### config.mk
export PLATFORM = sky130hd
export DESIGN_NAME = gauss_code_crossing_delete
export DESIGN_NICKNAME = d
export VERILOG_FILES = /design/src/sv/gcd_pkg.sv /design/src/sv/gcd_entry_proc.sv /design/src/sv/gcd_out_queue.sv /design/src/sv/gauss_code_crossing_delete.sv
export SDC_FILE = /design/constraint.sdc
export NUM_CORES = 1
export LEC_CHECK = 0
export BUFFER_PORTS_ARGS = -buffer_cell sky130_fd_sc_hd__buf_2
export CELL_PAD_IN_SITES_DETAIL_PLACEMENT = 1
export CELL_PAD_IN_SITES_GLOBAL_PLACEMENT = 1
export CORE_MARGIN = 1
export CORE_UTILIZATION = 40
export CTS_CLUSTER_SIZE = 20
export DETAILED_ROUTE_END_ITERATION = 8
export PLACE_DENSITY = 0.77
export SLEW_MARGIN = 20
export SYNTH_ARGS = -nofsm -noshare
export SYNTH_HDL_FRONTEND = slang
export SYNTH_SLANG_ARGS = --single-unit
### constraint.sdc
create_clock -name clk -period 3.3 [get_ports clk]
set_input_delay 0.165 -clock clk [delete_from_list [all_inputs] [get_ports clk]]
set_output_delay 0.165 -clock clk [all_outputs]
set_load 0.1 [all_outputs]
### src/sv/gcd_pkg.sv
// Shared constants and width helpers for the Gauss code crossing delete block.
// Depends on nothing; imported by every module of the block.
`default_nettype none

package gcd_pkg;

	// Default sizing of the block
	localparam int unsigned MAX_CROSSINGS_DEF = 1024;
	localparam int unsigned PAYLOAD_BITS_DEF  = 2;

	// Depth of the result queue; an item is processed only with two free slots
	localparam int unsigned RES_DEPTH = 4;

	// Bits of a crossing index (at least one)
	function automatic int unsigned cross_w(input int unsigned max_crossings);
		int unsigned w;
		w = (max_crossings > 1) ? $clog2(max_crossings) : 1;
		return w;
	endfunction

	// Bits of the crossings-left count (holds max_crossings itself)
	function automatic int unsigned left_w(input int unsigned max_crossings);
		int unsigned w;
		w = $clog2(max_crossings + 1);
		return w;
	endfunction

endpackage : gcd_pkg

`default_nettype wire

### src/sv/gcd_entry_proc.sv
// Input register, deleted-crossing register and per-entry renumber logic.
// Depends on gcd_pkg; produces up to two packed results per item.
`default_nettype none

module gcd_entry_proc
	import gcd_pkg::*;
#(
	parameter int unsigned MAX_CROSSINGS = MAX_CROSSINGS_DEF,
	parameter int unsigned PAYLOAD_BITS  = PAYLOAD_BITS_DEF,
	localparam int unsigned CW = cross_w(MAX_CROSSINGS),
	localparam int unsigned LW = left_w(MAX_CROSSINGS),
	localparam int unsigned RW = CW + PAYLOAD_BITS + 2 + LW
) (
	input  wire logic                    clk,
	input  wire logic                    arst_n,
	input  wire logic                    cfg_we,
	input  wire logic [CW-1:0]           cfg_data,
	input  wire logic                    in_valid,
	output logic                         in_ready,
	input  wire logic [CW-1:0]           entry_crossing,
	input  wire logic [PAYLOAD_BITS-1:0] entry_payload,
	input  wire logic                    entry_last,
	input  wire logic                    room,
	output logic [1:0]                   push_num,
	output logic [RW-1:0]                res0,
	output logic [RW-1:0]                res1
);

	localparam int unsigned KW = LW + 1;
	localparam logic [KW-1:0] KEPT_MAX = KW'(2 * MAX_CROSSINGS);

	logic [CW-1:0]           deleted_q;
	logic                    valid_s1;
	logic [CW-1:0]           crossing_s1;
	logic [PAYLOAD_BITS-1:0] payload_s1;
	logic                    last_s1;
	logic [CW-1:0]           held_cross_q;
	logic [PAYLOAD_BITS-1:0] held_pay_q;
	logic                    held_valid_q;
	logic [KW-1:0]           kept_q;

	logic                    proc;
	logic                    keep;
	logic [CW-1:0]           new_cross;
	logic                    emit_held;
	logic [CW-1:0]           held_cross_nx;
	logic [PAYLOAD_BITS-1:0] held_pay_nx;
	logic                    held_valid_nx;
	logic [KW-1:0]           kept_nx;
	logic [KW-1:0]           kept_inc;
	logic [LW-1:0]           left;
	logic [RW-1:0]           res_held;
	logic [RW-1:0]           res_final;

	// Deleted crossing register
	always_ff @(posedge clk or negedge arst_n) begin
		if (!arst_n) begin
			deleted_q <= '0;
		end else if (cfg_we) begin
			deleted_q <= cfg_data;
		end
	end

	// Input stage takes a new item whenever the current one moves on
	assign proc     = valid_s1 && room;
	assign in_ready = !valid_s1 || room;

	always_ff @(posedge clk or negedge arst_n) begin
		if (!arst_n) begin
			valid_s1 <= 1'b0;
		end else if (in_ready) begin
			valid_s1 <= in_valid;
		end
	end

	always_ff @(posedge clk) begin
		if (in_valid && in_ready) begin
			crossing_s1 <= entry_crossing;
			payload_s1  <= entry_payload;
			last_s1     <= entry_last;
		end
	end

	// Match, renumber and next hold state
	always_comb begin
		keep          = crossing_s1 != deleted_q;
		new_cross     = (crossing_s1 > deleted_q) ? crossing_s1 - CW'(1) : crossing_s1;
		emit_held     = keep && held_valid_q;
		held_cross_nx = keep ? new_cross : held_cross_q;
		held_pay_nx   = keep ? payload_s1 : held_pay_q;
		held_valid_nx = keep || held_valid_q;
		kept_nx       = (keep && (kept_q < KEPT_MAX)) ? kept_q + KW'(1) : kept_q;
		kept_inc      = kept_nx + KW'(1);
		left          = kept_inc[KW-1:1];
		res_held      = {held_cross_q, held_pay_q, 1'b1, 1'b0, {LW{1'b0}}};
		if (held_valid_nx) begin
			res_final = {held_cross_nx, held_pay_nx, 1'b1, 1'b1, left};
		end else begin
			res_final = {{CW{1'b0}}, {PAYLOAD_BITS{1'b0}}, 1'b0, 1'b1, left};
		end
		// Slot order: held entry first, then the closing result
		res0 = emit_held ? res_held : res_final;
		res1 = res_final;
		if (!proc) begin
			push_num = 2'd0;
		end else begin
			push_num = {1'b0, emit_held} + {1'b0, last_s1};
		end
	end

	// Hold register and kept counter, cleared at the end of a code
	always_ff @(posedge clk or negedge arst_n) begin
		if (!arst_n) begin
			held_valid_q <= 1'b0;
			kept_q       <= '0;
		end else if (proc) begin
			held_valid_q <= held_valid_nx && !last_s1;
			kept_q       <= last_s1 ? '0 : kept_nx;
		end
	end

	always_ff @(posedge clk) begin
		if (proc) begin
			held_cross_q <= held_cross_nx;
			held_pay_q   <= held_pay_nx;
		end
	end

endmodule : gcd_entry_proc

`default_nettype wire

### src/sv/gcd_out_queue.sv
// Small result queue: takes up to two results a cycle, gives one a cycle while out_ready is high.
// Depends on gcd_pkg for its depth.
`default_nettype none

module gcd_out_queue
	import gcd_pkg::*;
#(
	parameter int unsigned RW = 8
) (
	input  wire logic          clk,
	input  wire logic          arst_n,
	input  wire logic [1:0]    push_num,
	input  wire logic [RW-1:0] res0,
	input  wire logic [RW-1:0] res1,
	output logic               room,
	output logic               out_valid,
	input  wire logic          out_ready,
	output logic [RW-1:0]      out_res
);

	localparam int unsigned AW = $clog2(RES_DEPTH);
	localparam int unsigned NW = AW + 1;

	logic [RW-1:0] slot_q [RES_DEPTH];
	logic [AW-1:0] wr_q;
	logic [AW-1:0] rd_q;
	logic [NW-1:0] cnt_q;
	logic          pop;
	logic [AW-1:0] wr_nx;

	assign out_valid = cnt_q != '0;
	assign pop       = out_valid && out_ready;
	assign room      = cnt_q <= NW'(RES_DEPTH - 2);
	assign out_res   = slot_q[rd_q];
	assign wr_nx     = wr_q + AW'(1);

	// Slot writes
	always_ff @(posedge clk) begin
		if (push_num != 2'd0) begin
			slot_q[wr_q] <= res0;
		end
		if (push_num == 2'd2) begin
			slot_q[wr_nx] <= res1;
		end
	end

	// Pointers and fill count
	always_ff @(posedge clk or negedge arst_n) begin
		if (!arst_n) begin
			wr_q  <= '0;
			rd_q  <= '0;
			cnt_q <= '0;
		end else begin
			wr_q  <= wr_q + AW'(push_num);
			rd_q  <= rd_q + AW'(pop);
			cnt_q <= cnt_q + NW'(push_num) - NW'(pop);
		end
	end

endmodule : gcd_out_queue

`default_nettype wire

### src/sv/gauss_code_crossing_delete.sv
// Top level of the Gauss code crossing delete block.
// Depends on gcd_pkg, gcd_entry_proc and gcd_out_queue.
//
//   channel   signals                                        direction
//   config    cfg_we, cfg_data                                in
//   entry     in_valid/in_ready, entry_crossing/payload/last  in
//   result    out_valid/out_ready, out_crossing, out_payload,
//             is_entry, out_last, crossings_left              out
//
// One entry per cycle while the result queue has room; the results an entry
// causes pass through the input register, then the result queue. A kept entry
// is itself held back until the next kept entry or the end of its code pushes
// it out. The last entry of a code may yield two results, and the output port
// moves one result a cycle while out_ready is high. A four-slot result queue
// decouples the sides: the input register advances while at least two slots
// are free. Reset clears the hold state, the kept count, the queue and the
// deleted crossing; no clearing pass is needed.
`default_nettype none

module gauss_code_crossing_delete
	import gcd_pkg::*;
#(
	parameter int unsigned MAX_CROSSINGS = MAX_CROSSINGS_DEF,
	parameter int unsigned PAYLOAD_BITS  = PAYLOAD_BITS_DEF,
	localparam int unsigned CW = cross_w(MAX_CROSSINGS),
	localparam int unsigned LW = left_w(MAX_CROSSINGS)
) (
	input  wire logic                    clk,
	input  wire logic                    arst_n,
	input  wire logic                    cfg_we,
	input  wire logic [CW-1:0]           cfg_data,
	input  wire logic                    in_valid,
	output logic                         in_ready,
	input  wire logic [CW-1:0]           entry_crossing,
	input  wire logic [PAYLOAD_BITS-1:0] entry_payload,
	input  wire logic                    entry_last,
	output logic                         out_valid,
	input  wire logic                    out_ready,
	output logic [CW-1:0]                out_crossing,
	output logic [PAYLOAD_BITS-1:0]      out_payload,
	output logic                         is_entry,
	output logic                         out_last,
	output logic [LW-1:0]                crossings_left
);

	localparam int unsigned RW = CW + PAYLOAD_BITS + 2 + LW;

	logic          room;
	logic [1:0]    push_num;
	logic [RW-1:0] res0;
	logic [RW-1:0] res1;
	logic [RW-1:0] out_res;

	// Per-entry processing
	gcd_entry_proc #(
		.MAX_CROSSINGS(MAX_CROSSINGS),
		.PAYLOAD_BITS (PAYLOAD_BITS)
	) u_proc (
		.clk           (clk),
		.arst_n        (arst_n),
		.cfg_we        (cfg_we),
		.cfg_data      (cfg_data),
		.in_valid      (in_valid),
		.in_ready      (in_ready),
		.entry_crossing(entry_crossing),
		.entry_payload (entry_payload),
		.entry_last    (entry_last),
		.room          (room),
		.push_num      (push_num),
		.res0          (res0),
		.res1          (res1)
	);

	// Result queue
	gcd_out_queue #(
		.RW(RW)
	) u_queue (
		.clk      (clk),
		.arst_n   (arst_n),
		.push_num (push_num),
		.res0     (res0),
		.res1     (res1),
		.room     (room),
		.out_valid(out_valid),
		.out_ready(out_ready),
		.out_res  (out_res)
	);

	// Unpack the result item
	assign {out_crossing, out_payload, is_entry, out_last, crossings_left} = out_res;

endmodule : gauss_code_crossing_delete

`default_nettype wire

==> results of run 1 <==
[path summary, 6_finish.rpt]
path / depth (start not counted) / end
setup / recovery: 10 / u_queue.slot_q[0][18]
hold / removal: 3 / u_proc.deleted_q[4]
setup reg to reg: 10 / u_queue.slot_q[0][18]
hold reg to reg: 2 / u_queue.slot_q[0][11]
max in group asynchronous: 2 / u_queue.rd_q[0]
min in group asynchronous: 2 / u_proc.kept_q[9]
[cells by family after synthesis]
kind of cell,Yosys count,share of synthesized area
fa+ha+maj,20,0.0295
buf+inv,87,0.0437
flops,156,0.515
compound gates,156,0.134
xor+xnor,17,0.0179
mux,36,0.0800
simple gates,308,0.181
[final cells by class]
cell class | count | share of cell area
clock buffers | 18 | 0.0410
clock inverters | 14 | 0.0174
inverters | 27 | 0.00968
multi-input cells | 537 | 0.378
flip-flops and latches | 156 | 0.429
well taps | 275 | 0.0329
repair buffers | 133 | 0.0920
[routing by layer]
| layer | global-route usage | up-vias |
|---|---|---|
| met5 | 0 | - |
| met4 | 0.0985 | 0 |
| met3 | 0.0311 | 40 |
| met2 | 0.383 | 227 |
| met1 | 0.321 | 3438 |
| li1 | - | 3159 |
[sequential cells by signal, indices dropped and copies added (netlist names)]
signal / count
u_queue.slot_q: 100
u_proc.kept_q: 12
u_proc.crossing_s1: 10
u_proc.deleted_q: 10
u_proc.held_cross_q: 10
u_queue.cnt_q: 3
u_proc.held_pay_q: 2
u_proc.payload_s1: 2
u_queue.rd_q: 2
u_queue.wr_q: 2
u_proc.held_valid_q: 1
u_proc.last_s1: 1
u_proc.valid_s1: 1
[critical path, stage by stage (launching register included)]
cell,delay [ns]
edfxtp_1,0.41
ha_1,0.36
and4_1,0.23
a31oi_2,0.26
ha_4,0.25
and3b_1,0.23
nand4_1,0.13
o21a_1,0.18
or2_4,0.28
or4_1,0.50
o211ai_1,0.15
[cells in the final DEF, fill, tap and decap left out, types with 18 or more instances in the layout]
cell	synthesis	routed
a21oi_1	18	18
a22o_1	18	18
buf_2	8	54
buf_4	4	51
dfrtp_1	31	30
dlygate4sd3_1	0	25
edfxtp_1	121	121
ha_1	19	18
inv_1	26	26
mux4_2	25	25
nand2_1	80	80
nand3_1	36	36
nor2_1	73	69
o211ai_1	24	24
o21ai_0	25	25
or4_1	30	28
[report_power, final]
| group | internal (mW) | switching (mW) | total (mW) | leakage (nW) |
|---|---|---|---|---|
| clock | 1.21 | 0.872 | 2.08 | 0.294 |
| sequential | 2.76 | 0.390 | 3.15 | 1.52 |
| combinational | 1.38 | 3.68 | 5.06 | 2.06 |
[repair_timing]
item	4_1_cts	5_1_grt
endpoints found under the hold margin	55	0
endpoints found under the setup margin	14	31
gates resized for setup	3	13
hold buffers	25	0
==> results.json, run 1 <==
{
  "synth_warnings": 0,
  "ant_nets": 0,
  "stdcell_count": 1160,
  "met1_length_um": 11000,
  "status": "complete, no violations",
  "routed_via_density": 5.92,
  "start_util": 0.411,
  "fin_crit_sh": 0.964,
  "die_w_um": 150,
  "num_rows": 53,
  "ys_seq_elements": 156,
  "first_iter_violations": 524,
  "finalPower_mw": 10.3,
  "synth_top_area_frac": 0.416,
  "grt_pass1_vias": 7060,
  "clkTransAtPathRegs_ns": 0.07,
  "power_density_nw_per_um2": 982,
  "postPlaceCellArea_um2": 9530,
  "finalNetCount": 920,
  "fin_crit_ns": 3.18,
  "htree_levels": 4,
  "hpwl_um": 17000,
  "cp.arrival_ns": 3.44,
  "port_buffers": 54,
  "netlist_area_um2": 8720,
  "num_io_pins": 55,
  "yosysSeqAreaShare": 0.515,
  "area_delta_synth_final_pct": 20.0,
  "cp_data_required_time_ns": 3.56,
  "drv_slew": 0,
  "yosys.area.top_type": "edfxtp_1",
  "async_flop_share": 0.199,
  "grt_usage": 0.237,
  "fmax_mhz": 314,
  "grt_max_degree": 45,
  "synth_ff_type": "edfxtp_1",
  "met3WireLength_um": 1270,
  "skew_ns": 0.00854,
  "worstHoldStart": "cfg_we",
  "cts_buffer_depth": 2,
  "final.setup.worst_slack_ns": 0.120,
  "vias": 6864,
  "timing.rr.start": "u_proc.crossing_s1[3]",
  "seqCellArea_um2": 4490,
  "postSynthAreaPerCell_um2": 11.2,
  "top_layer": "met4",
  "syn_inst": 780,
  "die-area_um2": 22400,
  "antenna_found_initial": 0,
  "drt-total-wl_um": 24900,
  "post_cts_buffers": 0,
  "routedWlPerCell_um": 21.5,
  "root_buffer": "clkbuf_16",
  "dpl.cell_count": 1103,
  "grt-ovfl-total": 0,
  "relSlewSlack": 0.491,
  "leakage_nw": 3.87,
  "cp-start-kind": "register",
  "multi_input_area_um2": 3960,
  "grt_pass1_wl_um": 39800,
  "clkSinkCount": 156,
  "rrSetupSlack_ns": 0.12,
  "clock_latency_ns": 0.45,
  "dpl_worst_slack_ns": -0.108,
  "synth_common_cells": "edfxtp_1 (121), nand2_1 (80), nor2_1 (73)",
  "end_kind": "register",
  "drcViolationCount": 0,
  "layout-drive-gt1-share": 0.228,
  "worst_pin_slew_ns": 0.763,
  "die_h_um": 150,
  "core_area_um2": 21200,
  "synth_edf_count": 121,
  "stdcell_area_um2": 10500,
  "cts_tree": "yes",
  "dr_wl_met2_um": 12000,
  "n_antenna_cell": 0,
  "synth.most_common_cell": "edfxtp_1",
  "maxCapViolations": 0,
  "hold_class": "input port to register",
  "timing_hold_violations_final": 0,
  "setup_viol": 0,
  "yosysUniqueCellTypes": 70,
  "crit_start": "u_proc.crossing_s1[3]",
  "fillers": 2295,
  "syn-num-nets": 828,
  "utilization": 0.494,
  "vdd_drop_max_uv": 572,
  "crit_fanout": 8,
  "tns_ns": 0,
  "crit_type": "register to register",
  "drtPass1Iterations": 5,
  "hold_slack_ns": 0.119,
  "numCtsBuffers": 17,
  "synth_area_leaders": "edfxtp_1 (42%), dfrtp_1 (8.9%), mux4_2 (6.5%)",
  "place_congestion": 0.874
}
(Power assumes the default switching activity.)
==> run 2: changes to the inputs <==
Settings changed: RECOVER_POWER from default to 50.
==> run 2 against run 1 <==
  * The run now ends with capacitance limit, slew limit left
  * Critical path depth is the same
  * Maximum frequency is essentially flat
  * Power shrank 0.71%
  * Via count is essentially flat
  * Sequential power is essentially flat
  * Setup slack is essentially flat
  * Core utilization shrank 0.35 points
  * Register-to-register slack is essentially flat
  * Final cell count is the same
  * Critical path type unchanged
  * Largest cell class unchanged
==> results.json, run 2 (synthesis results as in run 1) <==
{
  "critical_path_buf_inv_count": 0,
  "relSlewSlack": -0.205,
  "path_cells": "ha_1, and4_1, a31oi_2, ha_4, and3b_1, nand4_1, o21a_1, or2_4, or4_1, o211ai_1",
  "vias": 6865,
  "grt_max_degree": 45,
  "reg_top3": "u_queue.slot_q x100, u_proc.kept_q x12",
  "r2r_end": "u_queue.slot_q[0][18]",
  "clock_latency_ns": 0.44,
  "n_antenna_cell": 0,
  "num_io_pins": 55,
  "utilization": 0.490,
  "drt-total-wl_um": 24900,
  "vdd_drop_max_uv": 569,
  "failed_checks": "capacitance limit, slew limit",
  "leakage_nw": 3.82,
  "switching_share": 0.483,
  "tns_ns": 0,
  "rrSetupSlack_ns": 0.12,
  "intPower_mw": 5.27,
  "grt-ovfl-total": 0,
  "antenna_found_initial": 0,
  "routedWlPerCell_um": 21.5,
  "fin_crit_ns": 3.18,
  "num_rows": 53,
  "cp_data_required_time_ns": 3.56,
  "die-area_um2": 22400,
  "final_cell_mix": "edfxtp_1 (121), nand2_1 (80), nor2_1 (70)",
  "holdPathEnd": "u_proc.deleted_q[4]",
  "power_density_nw_per_um2": 982,
  "crit_fanout": 8,
  "final_common_cell": "edfxtp_1",
  "cp.arrival_ns": 3.44,
  "final.setup.worst_slack_ns": 0.120,
  "finalNetCount": 920,
  "skew_ns": 0.00851,
  "cts_buffer_depth": 2,
  "drv_slew": 32,
  "stdcell_count": 1160,
  "critPathSlowestCell": "or4_1",
  "port_buffers": 54,
  "first_iter_violations": 542,
  "worstHoldStart": "cfg_we",
  "timing.rr.start": "u_proc.crossing_s1[3]",
  "hpwl_um": 17000,
  "hold_class": "input port to register",
  "whs_path_depth": 3,
  "largest_register": "u_queue.slot_q",
  "ant_nets": 0,
  "drtPass1Iterations": 5,
  "clkTransAtPathRegs_ns": 0.06,
  "grt_pass1_vias": 7060,
  "grt_usage": 0.237,
  "crit_type": "register to register",
  "grt_pass1_wl_um": 39800,
  "hold_slack_ns": 0.120,
  "die_h_um": 150,
  "timing_hold_violations_final": 0,
  "fmax_mhz": 314,
  "status": "finished with violations",
  "slowest_delay_ns": 0.50,
  "fin_crit_sh": 0.964,
  "drcViolationCount": 0,
  "area_delta_synth_final_pct": 19.2,
  "cp-start-kind": "register",
  "seq_power_share": 0.308,
  "path_delay_family": "simple AND/OR/NAND/NOR gates",
  "r2r_cells": 10,
  "dpl_worst_slack_ns": -0.108,
  "clkPwrFrac": 0.204,
  "cts_tree": "yes",
  "p_comb_frac": 0.489,
  "layout-drive-gt1-share": 0.206,
  "die_w_um": 150,
  "dpl.cell_count": 1103,
  "start_util": 0.411,
  "stdcell_area_um2": 10400,
  "clkSinkCount": 156,
  "root_buffer": "clkbuf_16",
  "end_kind": "register",
  "htree_levels": 4,
  "postPlaceCellArea_um2": 9530,
  "setup_viol": 0,
  "post_cts_buffers": 0,
  "p_sw_mw": 4.94,
  "place_congestion": 0.874,
  "finalPower_mw": 10.2,
  "core_area_um2": 21200,
  "maxCapViolations": 1,
  "numCtsBuffers": 17,
  "worst_pin_slew_ns": 1.81,
  "largest_register_ffs": 100,
  "routed_via_density": 5.92
}
-- run 2: area by class of cell --
class / count / area (um2)
multi-input cells: 537 / 3950
flip-flops and latches: 156 / 4490
inverters: 27 / 101
clock buffers: 18 / 429
well taps: 275 / 344
clock inverters: 14 / 183
repair buffers: 133 / 903
fillers: 2307 / 10800
-- run 2: worst register-to-register path: cells and delay by family (launching register included) --
kind / cells / cell delay, ns
flops: 1 / 0.41
simple gates: 5 / 1.37
fa+ha+maj: 2 / 0.61
compound gates: 3 / 0.59
-- run 2: power by group through the flow --
stage          registers, mW  logic (mW)  clock network, mW
6_report                3.14        4.99               2.08
5_1_grt                 3.19        5.28               2.17
4_1_cts                 3.14        5.02               2.10
3_5_place_dp            3.17        4.95                  0
3_3_place_gp            3.13        4.86                  0
2_1_floorplan           2.99        3.86                  0
-- run 2: worst max path at each step --
stage	slack, ns	start	to	cells past startpoint
after floorplan	-0.12	u_proc.crossing_s1[0]	u_queue.slot_q[1][0]	9
after global placement	0.06	u_proc.crossing_s1[6]	u_queue.slot_q[1][17]	10
after detailed placement	-0.11	u_proc.crossing_s1[6]	u_queue.slot_q[2][20]	10
after CTS	0.04	u_proc.crossing_s1[3]	u_queue.slot_q[3][24]	9
after global routing	-0.006	u_proc.crossing_s1[8]	u_queue.slot_q[0][19]	12
final	0.12	u_proc.crossing_s1[3]	u_queue.slot_q[0][18]	10
-- run 2: routing by layer --
metal	track usage	vias up	routed length (um)
li1	-	3165	-
met1	0.321	3468	11100
met2	0.383	201	12100
met3	0.0311	31	1230
met4	0.0985	0	510
met5	0	-	0
-- run 2: timing repair --
action                                  CTS  global route
hold endpoints to repair                 55             0
gates resized for setup                   3            13
cloned                                    0             0
endpoints found under the setup margin   14            31
hold buffers                             25             0
==> run 3: changes to the inputs <==
Settings changed: SKIP_CTS_REPAIR_TIMING from default to 1.
Clock period 3.3 ns to 2.8 ns, I/O delays scaled along.
==> run 3 against run 2 <==
  * The flow finishes with violations (capacitance limit, slew limit, setup timing)
  * Critical path depth is 3 higher
  * Register-to-register slack got worse by 0.48 ns
  * Power is 33% higher
  * Core utilization up 7.8 points
  * Global-route usage increased by 0.88 points
  * Setup slack worse by 0.48 ns
  * Sequential cell count is the same
  * Largest cell class is now multi-input gates
==> results.json, run 3 (synthesis results as in run 1) <==
{
  "hpwl_um": 18500,
  "status": "finished with violations",
  "vias": 7925,
  "rsz0062_at_grt": "true",
  "clock_latency_ns": 0.44,
  "area_delta_synth_final_pct": 38.2,
  "clkSinkCount": 156,
  "layout-drive-gt1-share": 0.403,
  "end_kind": "register",
  "finalNetCount": 1027,
  "routedWlPerCell_um": 25.4,
  "cp.arrival_ns": 3.42,
  "vdd_drop_max_uv": 838,
  "relSlewSlack": -0.246,
  "fmax_mhz": 317,
  "skew_ns": 0.0165,
  "cts_buffer_depth": 2,
  "hold_class": "input port to register",
  "failed_checks": "capacitance limit, slew limit, setup timing",
  "die_h_um": 150,
  "grt_pass1_vias": 7464,
  "reg_top3": "u_queue.slot_q x100, u_proc.kept_q x12",
  "routed_via_density": 6.25,
  "power_density_nw_per_um2": 1130,
  "worst_pin_slew_ns": 1.87,
  "final.setup.worst_slack_ns": -0.359,
  "crit_fanout": 4,
  "place_congestion": 0.845,
  "fin_crit_sh": 1.13,
  "dpl.cell_count": 1169,
  "clkTransAtPathRegs_ns": 0.07,
  "postPlaceCellArea_um2": 10100,
  "leakage_nw": 4.59,
  "maxCapViolations": 1,
  "start_util": 0.411,
  "num_io_pins": 55,
  "timing_hold_violations_final": 0,
  "num_rows": 53,
  "grt_max_degree": 32,
  "stdcell_area_um2": 12100,
  "drv_slew": 32,
  "final_cell_mix": "buf_4 (124), edfxtp_1 (121), nand2_1 (78)",
  "seqCellArea_um2": 4490,
  "port_buffers": 54,
  "multi_input_area_um2": 4580,
  "htree_levels": 4,
  "numCtsBuffers": 17,
  "setup_viol": 132,
  "die-area_um2": 22400,
  "tns_ns": -12.22,
  "grt-ovfl-total": 0,
  "antenna_found_initial": 0,
  "cp-start-kind": "register",
  "cp_data_required_time_ns": 3.06,
  "die_w_um": 150,
  "fillers": 2211,
  "core_area_um2": 21200,
  "drcViolationCount": 0,
  "fin_crit_ns": 3.16,
  "largest_register_ffs": 100,
  "cts_tree": "yes",
  "hold_slack_ns": 0.0922,
  "root_buffer": "clkbuf_16",
  "drtPass1Iterations": 5,
  "grt_usage": 0.246,
  "n_antenna_cell": 0,
  "final_common_cell": "buf_4",
  "drt-total-wl_um": 32200,
  "grt_pass1_wl_um": 41600,
  "first_iter_violations": 765,
  "largest_register": "u_queue.slot_q",
  "ant_nets": 0,
  "crit_type": "register to register",
  "utilization": 0.568,
  "stdcell_count": 1267
}
[run 3: cell types whose count changed in the layout (fill, tap and decap cells not counted), moves of 19 or more]
cell,delta
buf_2,+25
buf_4,+78
buf_6,+20
clkbuf_2,-19
nor2_1,-19
[run 3: per-layer routing]
| layer | track usage | vias up | routed length [um] |
|---|---|---|---|
| met2 | 0.413 | 446 | 15800 |
| met4 | 0.0793 | 0 | 1240 |
| met3 | 0.0323 | 116 | 2510 |
| met1 | 0.328 | 3981 | 12600 |
| li1 | - | 3382 | - |
| met5 | 0 | - | 0 |
[run 3: through the flow]
step / setup WS (ns) / total power, mW
floorplan: -0.233 / 8.16
global placement: -0.330 / 9.76
detailed placement: -0.435 / 9.98
CTS: -0.551 / 12.3
global route: -0.416 / 14.0
finish: -0.359 / 13.6
[run 3: where the power goes]
group	leakage, nW	internal [mW]	switching (mW)	total [mW]
Combinational	2.79	2.46	5.06	7.52
Clock	0.284	1.25	1.08	2.34
Sequential	1.52	3.25	0.497	3.75
Total	4.59	6.97	6.64	13.6
[run 3: final timing paths]
path	start	end	slack, ns	cells past startpoint
max	u_proc.crossing_s1[7]	u_queue.slot_q[3][7]	-0.36	13
min	cfg_we	u_proc.deleted_q[2]	0.09	3
max reg2reg	u_proc.crossing_s1[7]	u_queue.slot_q[3][7]	-0.36	13
min reg2reg	u_queue.slot_q[2][11]	u_queue.slot_q[2][11]	0.52	2
max in group asynchronous	arst_n	u_queue.rd_q[0]	0.84	2
min in group asynchronous	arst_n	u_proc.kept_q[4]	0.75	2
[run 3: cell type report]
cell class / instances / area share
multi-input combinational: 538 / 0.380
clock inverter: 15 / 0.0128
timing repair buffer: 239 / 0.163
tap: 275 / 0.0285
inverter: 27 / 0.00840
sequential: 156 / 0.372
clock buffer: 17 / 0.0353
[run 3: critical path, cell delays in order (launching register included)]
cell and delay (ns):
edfxtp_1 0.44, ha_4 0.31, and4_4 0.25, a31oi_4 0.11
ha_4 0.30, or2_4 0.14, buf_6 0.10, buf_4 0.12
nand4_1 0.14, a21o_1 0.24, buf_4 0.14, buf_4 0.14
or3_1 0.33, mux2i_1 0.23
